===== src/nbc_pkg.sv =====
// Shared constants, command codes and the operation word passed from front to back.
package nbc_pkg;

  localparam int COUNT_BITS = 32;
  localparam int READ_BITS = 32;
  localparam int QUEUE_DEPTH = 2;
  localparam int QUEUE_PTR_BITS = $clog2(QUEUE_DEPTH);

  localparam logic [1:0] CMD_CHAR = 2'd0;
  localparam logic [1:0] CMD_EOL = 2'd1;
  localparam logic [1:0] CMD_READ = 2'd2;
  localparam logic [1:0] CMD_CLEAR = 2'd3;

  localparam logic [4:0] IDX_BASE_FIRST = 5'd0;
  localparam logic [4:0] IDX_BASE_LAST = 5'd3;
  localparam logic [4:0] IDX_PAIR_FIRST = 5'd4;
  localparam logic [4:0] IDX_PAIR_LAST = 5'd19;
  localparam logic [4:0] IDX_BASE_TOTAL = 5'd20;
  localparam logic [4:0] IDX_PAIR_TOTAL = 5'd21;
  localparam logic [4:0] IDX_LINE_TOTAL = 5'd22;

  typedef logic [COUNT_BITS-1:0] count_t;

  typedef struct packed {
    logic       clear;
    logic       base_en;
    logic [1:0] base_code;
    logic       pair_en;
    logic [3:0] pair_code;
    logic       line_en;
    logic       rd_en;
    logic [4:0] rd_idx;
  } op_t;

endpackage


===== src/nucleotide_bigram_counter_core.sv =====
// Top level of the nucleotide and bigram counter: front end, queue and counter back end.
//
//   Channel  Handshake             Word fields
//   input    in_valid, in_stall    cmd, char_byte, counter_index
//   output   out_valid, out_stall  read_value, index_ok
//
// One input word is taken per cycle when the queue has room, and every input
// word yields exactly one output word. An accepted word is written into the
// queue, moves to the registered output once that is free, and leaves there
// when out_stall is low.
// Reset clears all counters and the held nucleotide.
// A stall on the output fills the two-entry queue, after which in_stall rises.
module nucleotide_bigram_counter_core (
  input  logic        clk,
  input  logic        rst,
  input  logic        in_valid,
  output logic        in_stall,
  input  logic [1:0]  cmd,
  input  logic [7:0]  char_byte,
  input  logic [4:0]  counter_index,
  output logic        out_valid,
  input  logic        out_stall,
  output logic [31:0] read_value,
  output logic        index_ok
);
  import nbc_pkg::*;

  op_t  push_op;
  op_t  pop_op;
  logic push;
  logic pop;
  logic full;
  logic nonempty;

  nbc_front u_front (
    .clk           (clk),
    .rst           (rst),
    .in_valid      (in_valid),
    .in_stall      (in_stall),
    .cmd           (cmd),
    .char_byte     (char_byte),
    .counter_index (counter_index),
    .full          (full),
    .push          (push),
    .op            (push_op)
  );

  nbc_queue u_queue (
    .clk      (clk),
    .rst      (rst),
    .push     (push),
    .push_op  (push_op),
    .full     (full),
    .pop      (pop),
    .nonempty (nonempty),
    .pop_op   (pop_op)
  );

  nbc_back u_back (
    .clk        (clk),
    .rst        (rst),
    .nonempty   (nonempty),
    .op         (pop_op),
    .pop        (pop),
    .out_valid  (out_valid),
    .out_stall  (out_stall),
    .read_value (read_value),
    .index_ok   (index_ok)
  );

endmodule


===== src/nbc_front.sv =====
// Front end: accepts input words, decodes bytes and tracks the held nucleotide and line state.
module nbc_front (
  input  logic           clk,
  input  logic           rst,
  input  logic           in_valid,
  output logic           in_stall,
  input  logic [1:0]     cmd,
  input  logic [7:0]     char_byte,
  input  logic [4:0]     counter_index,
  input  logic           full,
  output logic           push,
  output nbc_pkg::op_t   op
);
  import nbc_pkg::*;

  logic       held_valid;
  logic [1:0] held_code;
  logic       line_has_chars;
  logic       held_valid_next;
  logic [1:0] held_code_next;
  logic       line_has_chars_next;
  logic       is_nuc;
  logic [1:0] code;

  always_comb begin
    is_nuc = 1'b1;
    code = 2'd0;
    unique case (char_byte)
      8'h41, 8'h61: code = 2'd0;
      8'h43, 8'h63: code = 2'd1;
      8'h47, 8'h67: code = 2'd2;
      8'h54, 8'h74: code = 2'd3;
      default: is_nuc = 1'b0;
    endcase
  end

  assign in_stall = full;
  assign push = in_valid && !full;

  always_comb begin
    op = '0;
    op.rd_idx = counter_index;
    op.base_code = code;
    op.pair_code = {held_code, code};
    held_valid_next = held_valid;
    held_code_next = held_code;
    line_has_chars_next = line_has_chars;
    unique case (cmd)
      CMD_CHAR: begin
        line_has_chars_next = 1'b1;
        op.base_en = is_nuc;
        op.pair_en = is_nuc && held_valid;
        if (is_nuc && !held_valid) begin
          held_valid_next = 1'b1;
          held_code_next = code;
        end else begin
          held_valid_next = 1'b0;
        end
      end
      CMD_EOL: begin
        op.line_en = line_has_chars;
        held_valid_next = 1'b0;
        line_has_chars_next = 1'b0;
      end
      CMD_READ: begin
        op.rd_en = 1'b1;
      end
      CMD_CLEAR: begin
        op.clear = 1'b1;
        held_valid_next = 1'b0;
        held_code_next = 2'd0;
        line_has_chars_next = 1'b0;
      end
      default: begin
        op.clear = 1'b0;
      end
    endcase
  end

  always_ff @(posedge clk) begin
    if (rst) begin
      held_valid <= 1'b0;
      held_code <= 2'd0;
      line_has_chars <= 1'b0;
    end else if (push) begin
      held_valid <= held_valid_next;
      held_code <= held_code_next;
      line_has_chars <= line_has_chars_next;
    end
  end

endmodule


===== src/nbc_queue.sv =====
// Short queue of operation words between the front end and the counter back end.
module nbc_queue (
  input  logic         clk,
  input  logic         rst,
  input  logic         push,
  input  nbc_pkg::op_t push_op,
  output logic         full,
  input  logic         pop,
  output logic         nonempty,
  output nbc_pkg::op_t pop_op
);
  import nbc_pkg::*;

  op_t                       slots [QUEUE_DEPTH];
  logic [QUEUE_PTR_BITS-1:0] wr_ptr;
  logic [QUEUE_PTR_BITS-1:0] rd_ptr;
  logic [QUEUE_PTR_BITS:0]   fill;

  assign full = (fill == (QUEUE_PTR_BITS+1)'(QUEUE_DEPTH));
  assign nonempty = (fill != '0);
  assign pop_op = slots[rd_ptr];

  always_ff @(posedge clk) begin
    if (push) begin
      slots[wr_ptr] <= push_op;
    end
  end

  always_ff @(posedge clk) begin
    if (rst) begin
      wr_ptr <= '0;
      rd_ptr <= '0;
      fill <= '0;
    end else begin
      if (push) begin
        wr_ptr <= (wr_ptr == QUEUE_PTR_BITS'(QUEUE_DEPTH - 1)) ? '0 : wr_ptr + 1'b1;
      end
      if (pop) begin
        rd_ptr <= (rd_ptr == QUEUE_PTR_BITS'(QUEUE_DEPTH - 1)) ? '0 : rd_ptr + 1'b1;
      end
      if (push && !pop) begin
        fill <= fill + 1'b1;
      end else if (pop && !push) begin
        fill <= fill - 1'b1;
      end
    end
  end

endmodule


===== src/nbc_back.sv =====
// Back end: saturating counters, counter readout and the registered result word.
module nbc_back (
  input  logic         clk,
  input  logic         rst,
  input  logic         nonempty,
  input  nbc_pkg::op_t op,
  output logic         pop,
  output logic         out_valid,
  input  logic         out_stall,
  output logic [31:0]  read_value,
  output logic         index_ok
);
  import nbc_pkg::*;

  localparam int SEL_BITS = (COUNT_BITS < READ_BITS) ? COUNT_BITS : READ_BITS;

  count_t base_cnt [4];
  count_t pair_cnt [16];
  count_t base_total;
  count_t pair_total;
  count_t line_total;
  count_t sel;
  logic   sel_ok;

  function automatic count_t sat_inc(input count_t c);
    return (c == '1) ? c : c + 1'b1;
  endfunction

  assign pop = nonempty && (!out_valid || !out_stall);

  always_comb begin
    sel = '0;
    sel_ok = 1'b1;
    unique case (op.rd_idx) inside
      [IDX_BASE_FIRST:IDX_BASE_LAST]: sel = base_cnt[op.rd_idx[1:0]];
      [IDX_PAIR_FIRST:IDX_PAIR_LAST]: sel = pair_cnt[4'(op.rd_idx - IDX_PAIR_FIRST)];
      IDX_BASE_TOTAL: sel = base_total;
      IDX_PAIR_TOTAL: sel = pair_total;
      IDX_LINE_TOTAL: sel = line_total;
      default: sel_ok = 1'b0;
    endcase
  end

  always_ff @(posedge clk) begin
    if (rst || (pop && op.clear)) begin
      for (int i = 0; i < 4; i++) begin
        base_cnt[i] <= '0;
      end
      for (int i = 0; i < 16; i++) begin
        pair_cnt[i] <= '0;
      end
      base_total <= '0;
      pair_total <= '0;
      line_total <= '0;
    end else if (pop) begin
      for (int i = 0; i < 4; i++) begin
        if (op.base_en && op.base_code == 2'(i)) begin
          base_cnt[i] <= sat_inc(base_cnt[i]);
        end
      end
      for (int i = 0; i < 16; i++) begin
        if (op.pair_en && op.pair_code == 4'(i)) begin
          pair_cnt[i] <= sat_inc(pair_cnt[i]);
        end
      end
      if (op.base_en) begin
        base_total <= sat_inc(base_total);
      end
      if (op.pair_en) begin
        pair_total <= sat_inc(pair_total);
      end
      if (op.line_en) begin
        line_total <= sat_inc(line_total);
      end
    end
  end

  always_ff @(posedge clk) begin
    if (rst) begin
      out_valid <= 1'b0;
    end else if (pop) begin
      out_valid <= 1'b1;
    end else if (!out_stall) begin
      out_valid <= 1'b0;
    end
  end

  always_ff @(posedge clk) begin
    if (pop) begin
      read_value <= (op.rd_en && sel_ok) ? 32'(sel[SEL_BITS-1:0]) : 32'd0;
      index_ok <= op.rd_en && sel_ok;
    end
  end

endmodule

===== config.mk =====
export PLATFORM = sky130hd
export DESIGN_NAME = nucleotide_bigram_counter_core
export DESIGN_NICKNAME = d
export VERILOG_FILES = /design/src/nbc_pkg.sv /design/src/nucleotide_bigram_counter_core.sv /design/src/nbc_front.sv /design/src/nbc_queue.sv /design/src/nbc_back.sv
export SDC_FILE = /design/constraint.sdc
export NUM_CORES = 2
export LEC_CHECK = 0
export BUFFER_PORTS_ARGS = -buffer_cell sky130_fd_sc_hd__buf_2
export CELL_PAD_IN_SITES_DETAIL_PLACEMENT = 0
export CELL_PAD_IN_SITES_GLOBAL_PLACEMENT = 1
export CORE_AREA = 2 2 298 300
export CTS_CLUSTER_SIZE = 20
export DETAILED_ROUTE_END_ITERATION = 10
export DIE_AREA = 0 0 300 302
export PLACE_DENSITY_LB_ADDON = 0.2
export SYNTH_ARGS = -nofsm -noshare
export SYNTH_HDL_FRONTEND = slang
export SYNTH_SLANG_ARGS = --single-unit

===== constraint.sdc =====
create_clock -name clk -period 11.6 [get_ports clk]
set_input_delay 0.58 -clock clk [delete_from_list [all_inputs] [get_ports clk]]
set_output_delay 0.58 -clock clk [all_outputs]
set_load 0.03 [all_outputs]

==> Word level (Yosys, flattened, before mapping) <==
Memories as Yosys holds them, arrays and structs flattened. A register that Yosys moved wholly into a read port is not among the register bits.
Index checks and enable logic that the tools add are counted.
{ "op_classes": {"n_mux": 146, "magnitude_cmp": 4, "reduce_logical": 56, "n_eq_ne": 58, "add_sub_neg": 28, "n_bitwise": 23} }
{ "op_table": {"columns": ["cell", "count"], "rows": [
  ["$mux 32", 40],
  ["$add 32x1->32 const B", 23],
  ["$eq 32x32->1 const B", 23],
  ["$pmux 32 s5", 1],
  ["$mux 1", 98],
  ["$eq 8x7->1 const B", 8],
  ["$eq 4x4->1 const B", 8],
  ["$logic_and 1x1->1", 30],
  ["$or 1x1->1", 20],
  ["$eq 4x3->1 const B", 4],
  ["$eq 5x5->1 const B", 3],
  ["$reduce_and 3->1", 4],
  ["$eq 2x2->1 const B", 5],
  ["$eq 4x2->1 const B", 2],
  ["$reduce_bool 2->1", 4],
  ["$reduce_or 2->1", 4],
  ["$reduce_or 8->1", 1],
  ["$logic_not 1->1", 6],
  ["$mux 2", 3],
  ["$pmux 2 s3", 1],
  ["$ge 5x1->1 const B", 1],
  ["$ge 5x3->1 const B", 1],
  ["$le 5x2->1 const B", 1],
  ["$le 5x5->1 const B", 1],
  ["other kinds (15)", 23]
]} }
{ "word_totals": {"regBits": 138, "out_inout_bits": 35, "wordCells": 330, "ramBits": 672, "memories": 3, "input_bits": 19} }
{ "memory_table": {"columns": ["name", "depth", "word_bits", "read_ports", "rd_clocked_by_memory_dff", "write_ports", "line_no", "rtl"], "rows": [
  ["u_back.pair_cnt", 16, 32, 17, 0, 16, "nbc_back.sv:18", "count_t pair_cnt [16];"],
  ["u_back.base_cnt", 4, 32, 5, 0, 4, "nbc_back.sv:17", "count_t base_cnt [4];"],
  ["u_queue.slots", 2, 16, 1, 1, 1, "nbc_queue.sv:14", "op_t slots [QUEUE_DEPTH];"]
]} }

==> Longest topological paths before layout <==
{ "depth": {"ltp_word": 8, "ltp_mapped": 15} }

==> Cells and area by module <==
Synthesis repeated with hierarchy kept, for this count alone.
{ "unflattened": {"cells_unflattened": 4561, "hier_area_um2": 47983.5} }
{ "modules_own_cells": {"columns": ["module", "cells_each", "area_each_um2", "instances", "seq_area_each_um2"], "rows": [
  ["nbc_back", 4444, 46255.6, 1, 22151.2],
  ["nbc_queue", 72, 1363.8, 1, 1061.0],
  ["nbc_front", 45, 364.1, 1, 80.1]
]} }

==> Least setup slack after synthesis <==
Ideal clock, no wire load.
{ "synth_path": {"path_kind": "input-to-reg", "start": "input port out_stall", "end": "memory u_back.pair_cnt[5][0] in the netlist's numbering (enable)", "setup_ns": 0.466, "arrival_time_ns": 4.667, "required_time_ns": 11.134, "path_stages": 6, "path_slack_ns": 6.468, "path_buffers": 0, "cell_sequence": "o2bb2ai_2 inv_1 nand2b_1 nor4_4 nand2_1 o21ai_0"} }
{ "synth_rtl": {"columns": ["element", "line_no", "rtl"], "rows": [
  ["from (decl)", "nucleotide_bigram_counter_core.sv:22", "input logic out_stall,"],
  ["to (decl)", "nbc_back.sv:18", null]
]} }

==> impl_metrics.xml <==
<?xml version="1.0" encoding="UTF-8"?>
<metrics>
  <group name="run_status">
    <metric name="outcome" unit="">complete, no violations</metric>
  </group>
  <group name="critical_path">
    <metric name="timing.reg2reg.setup_slack" unit="ns">6.36</metric>
    <metric name="timing.setup.critical_path_class" unit="">flop to flop</metric>
    <metric name="critical-path-slowest-cell" unit="">sky130_fd_sc_hd__o311ai_0</metric>
    <metric name="start_kind" unit="">flop</metric>
    <metric name="timing.critical_path.slowest_cell_delay" unit="ns">1.13</metric>
    <metric name="timing.critical_path.required" unit="ns">12.11</metric>
    <metric name="reg2reg_depth" unit="">7</metric>
    <metric name="timing.critical_path.buf_inv" unit="">1</metric>
    <metric name="worst_path_dominant_cell_family" unit="">compound AO/OA/AOI/OAI gates</metric>
    <metric name="worst_r2r_endpoint" unit="">u_back.read_value[17]</metric>
    <metric name="timing.critical_path.fanout_max" unit="">40</metric>
    <metric name="critical_path_arrival" unit="ns">5.75</metric>
    <metric name="cp_cell_sequence" unit="">buf_4, or3b_1, o21a_2, o22ai_1, o311ai_0, or4b_1, a21oi_1</metric>
    <metric name="endpoint_kind" unit="">flop</metric>
  </group>
  <group name="route">
    <metric name="detail_route.drc_violations" unit="">0</metric>
    <metric name="antenna_left" unit="">0</metric>
    <metric name="vias" unit="">38566</metric>
    <metric name="dr.first_iter.drc_count" unit="">4436</metric>
    <metric name="drt-vias-per-instance" unit="">6.35</metric>
    <metric name="drt_pre_antenna_iters" unit="">5</metric>
    <metric name="wl" unit="um">147000</metric>
    <metric name="wl_per_cell" unit="um">24.2</metric>
  </group>
  <group name="pwr">
    <metric name="p_per_cell_area" unit="mW/mm2">217</metric>
    <metric name="total_power" unit="mW">11.3</metric>
    <metric name="leakage" unit="nW">17.0</metric>
    <metric name="ir_worst_vdd" unit="mV">0.235</metric>
  </group>
  <group name="timing">
    <metric name="worstMarginPinSlew" unit="ns">1.40</metric>
    <metric name="clock-skew-final" unit="ns">0.0318</metric>
    <metric name="finalSetupViolations" unit="">0</metric>
    <metric name="max_freq" unit="MHz">191</metric>
    <metric name="finalCritPeriodShare" unit="%">45.2</metric>
    <metric name="totalNegativeSetupSlack" unit="ns">0</metric>
    <metric name="rsz0062_at_grt" unit="">false</metric>
    <metric name="final_hold_viol_count" unit="">0</metric>
    <metric name="maxSlewViolCount" unit="">0</metric>
    <metric name="hold_ws" unit="ns">0.156</metric>
    <metric name="finalWorstPathRequiredPeriod" unit="ns">5.24</metric>
    <metric name="slew_headroom" unit="%">5.42</metric>
  </group>
  <group name="layout">
    <metric name="area_delta_synth_final" unit="%">9.35</metric>
    <metric name="layout_common_cells" unit="">sky130_fd_sc_hd__nor2_1 (804), sky130_fd_sc_hd__edfxtp_1 (701), sky130_fd_sc_hd__nand2_1 (511)</metric>
    <metric name="n_antenna_cell" unit="">0</metric>
    <metric name="finish.utilization" unit="%">59.4</metric>
    <metric name="register_area" unit="mm2">0.0232</metric>
    <metric name="multi_input_area" unit="mm2">0.0232</metric>
    <metric name="nNetsFinal" unit="">4880</metric>
    <metric name="layout-drive-gt1-share" unit="%">8.29</metric>
    <metric name="final_cells" unit="">6073</metric>
    <metric name="number_of_fillers_in_the_final_layout" unit="">7626</metric>
    <metric name="layout_commonest_cell" unit="">sky130_fd_sc_hd__nor2_1</metric>
  </group>
  <group name="placed_design">
    <metric name="hpwlAfterDp" unit="um">103000</metric>
    <metric name="place_inst" unit="">5906</metric>
    <metric name="portBuffers" unit="">52</metric>
    <metric name="gpl.final_weighted_congestion" unit="">0.946</metric>
  </group>
  <group name="grt">
    <metric name="grt.met2_usage" unit="%">46.6</metric>
    <metric name="gr-usage-met1" unit="%">45.2</metric>
    <metric name="gr-usage-met3" unit="%">8.42</metric>
    <metric name="antenna_found_initial" unit="">8</metric>
    <metric name="grt_overall_usage" unit="%">31.9</metric>
    <metric name="largest_net_degree_at_the_start_of_global_routing" unit="">150</metric>
    <metric name="gr-total-overflow" unit="">0</metric>
    <metric name="grt_pass1_vias" unit="">35611</metric>
    <metric name="gr-max-usage-layer" unit="">met2</metric>
    <metric name="global_route_wire_length_before_repair" unit="um">221000</metric>
  </group>
  <group name="cts">
    <metric name="cts_inserted_buffers" unit="">92</metric>
    <metric name="cts.reportedPaths.clkPinSlew" unit="ns">0.06</metric>
    <metric name="cts.sinks" unit="">807</metric>
    <metric name="cts_tree" unit="">built</metric>
    <metric name="postCtsResizedCells" unit="">0</metric>
    <metric name="worstSkewPairLatency" unit="ns">0.69</metric>
    <metric name="post_cts.repair.setup_buffers" unit="">0</metric>
    <metric name="clock_root_cell" unit="">sky130_fd_sc_hd__clkbuf_16</metric>
    <metric name="ctsHoldBuffers" unit="">0</metric>
    <metric name="ctsHtreeMaxLevel" unit="">3</metric>
    <metric name="cts_max_path_buffers" unit="">3</metric>
  </group>
  <group name="yosys">
    <metric name="synth.cell_area" unit="mm2">0.0476</metric>
    <metric name="yosys.cell_types.count" unit="">89</metric>
    <metric name="netlist_top_cells_area" unit="">sky130_fd_sc_hd__edfxtp_1 (44%), sky130_fd_sc_hd__xor2_1 (7.5%), sky130_fd_sc_hd__nor2_1 (6.3%)</metric>
    <metric name="async_reset_ff_share" unit="%">0</metric>
    <metric name="postSynth.topFlopCell" unit="">sky130_fd_sc_hd__edfxtp_1</metric>
    <metric name="synth_seq_area_share" unit="%">48.7</metric>
    <metric name="synth-edff-count" unit="">701</metric>
    <metric name="post-synth-top-area-fraction" unit="%">44.2</metric>
    <metric name="syn-mean-instance-area" unit="um2">9.81</metric>
    <metric name="count_of_mapped_cells_out_of_synthesis" unit="">4850</metric>
    <metric name="netlist.top_cell.by_area" unit="">sky130_fd_sc_hd__edfxtp_1</metric>
    <metric name="synthesis.nets" unit="">4895</metric>
    <metric name="synth_warnings" unit="">0</metric>
    <metric name="ys_ff_latch" unit="">807</metric>
  </group>
  <group name="floorplan">
    <metric name="dieHeight" unit="um">302</metric>
    <metric name="die_area" unit="mm2">0.0906</metric>
    <metric name="core_area" unit="mm2">0.0876</metric>
    <metric name="fp-row-count" unit="">109</metric>
    <metric name="floorplan.initialDensity" unit="%">54.4</metric>
    <metric name="chipWidth" unit="um">300</metric>
    <metric name="number_of_i_o_pins" unit="">54</metric>
  </group>
  <group name="hold_path">
    <metric name="min_to" unit="">u_front.line_has_chars</metric>
    <metric name="min_from" unit="">cmd[0]</metric>
    <metric name="hold-path-cell-count" unit="">2</metric>
    <metric name="hold_wc_path_type" unit="">input pin to flop</metric>
  </group>
  <group name="run">
    <metric name="maxCapViolations" unit="">0</metric>
  </group>
</metrics>
logic make-up after synthesis:
group                      count (synthesis)  synth area share [%]
muxes                                    122                  3.91
and+or+nand+nor                         2406                  24.7
xor gates and xnor gates                 631                  11.6
DFF                                      807                  48.7
buffers and inverters                    297                  2.79
AOI/OAI and AO/OA                        561                  7.67
adders and majority gates                 26                 0.684
layout make-up:
| type | count | area share [%] |
|---|---|---|
| Multi-Input combinational cell | 3746 | 44.5 |
| Sequential cell | 807 | 44.5 |
| Clock buffer | 105 | 4.58 |
| Tap cell | 1165 | 2.80 |
| Clock inverter | 62 | 1.54 |
| Timing Repair Buffer | 122 | 1.53 |
| Inverter | 66 | 0.476 |
cells in the mapped netlist (13+ instances only):
| cell type | count |
|---|---|
| sky130_fd_sc_hd__o22ai_1 | 38 |
| sky130_fd_sc_hd__nand2_1 | 511 |
| sky130_fd_sc_hd__a31oi_1 | 18 |
| sky130_fd_sc_hd__nand2b_1 | 17 |
| sky130_fd_sc_hd__nor4_1 | 28 |
| sky130_fd_sc_hd__mux2i_1 | 49 |
| sky130_fd_sc_hd__or3_1 | 76 |
| sky130_fd_sc_hd__nor2_1 | 805 |
| sky130_fd_sc_hd__xor2_1 | 405 |
| sky130_fd_sc_hd__nand4_1 | 174 |
| sky130_fd_sc_hd__and2_1 | 39 |
| sky130_fd_sc_hd__and3_1 | 193 |
| sky130_fd_sc_hd__and4_1 | 73 |
| sky130_fd_sc_hd__a22oi_1 | 34 |
| sky130_fd_sc_hd__edfxtp_1 | 701 |
| sky130_fd_sc_hd__a21oi_1 | 141 |
| sky130_fd_sc_hd__ha_1 | 26 |
| sky130_fd_sc_hd__mux4_2 | 45 |
| sky130_fd_sc_hd__o22a_1 | 13 |
| sky130_fd_sc_hd__o21ai_0 | 155 |
| sky130_fd_sc_hd__nor3b_1 | 16 |
| sky130_fd_sc_hd__mux2_2 | 23 |
| sky130_fd_sc_hd__inv_1 | 66 |
| sky130_fd_sc_hd__nor3_1 | 85 |
| sky130_fd_sc_hd__nand3_1 | 307 |
| sky130_fd_sc_hd__buf_2 | 100 |
| sky130_fd_sc_hd__o221ai_1 | 36 |
| sky130_fd_sc_hd__o311a_1 | 15 |
| sky130_fd_sc_hd__or4b_2 | 17 |
| sky130_fd_sc_hd__xnor2_1 | 226 |
| sky130_fd_sc_hd__o311ai_0 | 38 |
| sky130_fd_sc_hd__dfxtp_1 | 106 |
| sky130_fd_sc_hd__a211oi_1 | 14 |
| sky130_fd_sc_hd__clkbuf_1 | 108 |
how the worst max path moves through the flow:
| stage | to | depth (start not counted) | start |
|---|---|---|---|
| finish | u_back.read_value[17] | 7 | flop |
| global route | u_back.pair_cnt[10][8] | 7 | flop |
| CTS | u_back.read_value[17] | 7 | flop |
| detailed placement | u_back.read_value[17] | 7 | flop |
| global placement | u_back.read_value[17] | 7 | flop |
| floorplan | u_back.pair_cnt[5][0] | 6 | out_stall |
layer usage:
| layer | share of wire [%] | vias to the layer above |
|---|---|---|
| li1 | - | 17660 |
| met1 | 42 | 18864 |
| met2 | 43 | 1761 |
| met3 | 11 | 271 |
| met4 | 4.2 | 10 |
| met5 | 0.048 | - |
stage by stage:
step / cell area (um2) / worst slack (ns)
global placement: 48900 / 6.72
global route: 52000 / 6.36
detailed placement: 48900 / 6.59
CTS: 52000 / 6.62
finish: 52000 / 6.36
floorplan: 47600 / 6.47
flip-flops by register name, summed over array words and instances, names as in the netlist, 2 cells and up, named ones only:
name	count
u_back.pair_cnt	512
u_back.base_cnt	128
u_back.base_total	32
u_back.line_total	32
u_back.pair_total	32
u_back.read_value	32
u_queue.slots	28
u_front.held_code	2
u_queue.fill	2
report_power, final:
group	internal (mW)	total (mW)	switching, mW
clock network	1.84	3.13	1.29
logic	1.05	3.46	2.41
registers	3.94	4.70	0.757
(Power assumes the default switching activity.)
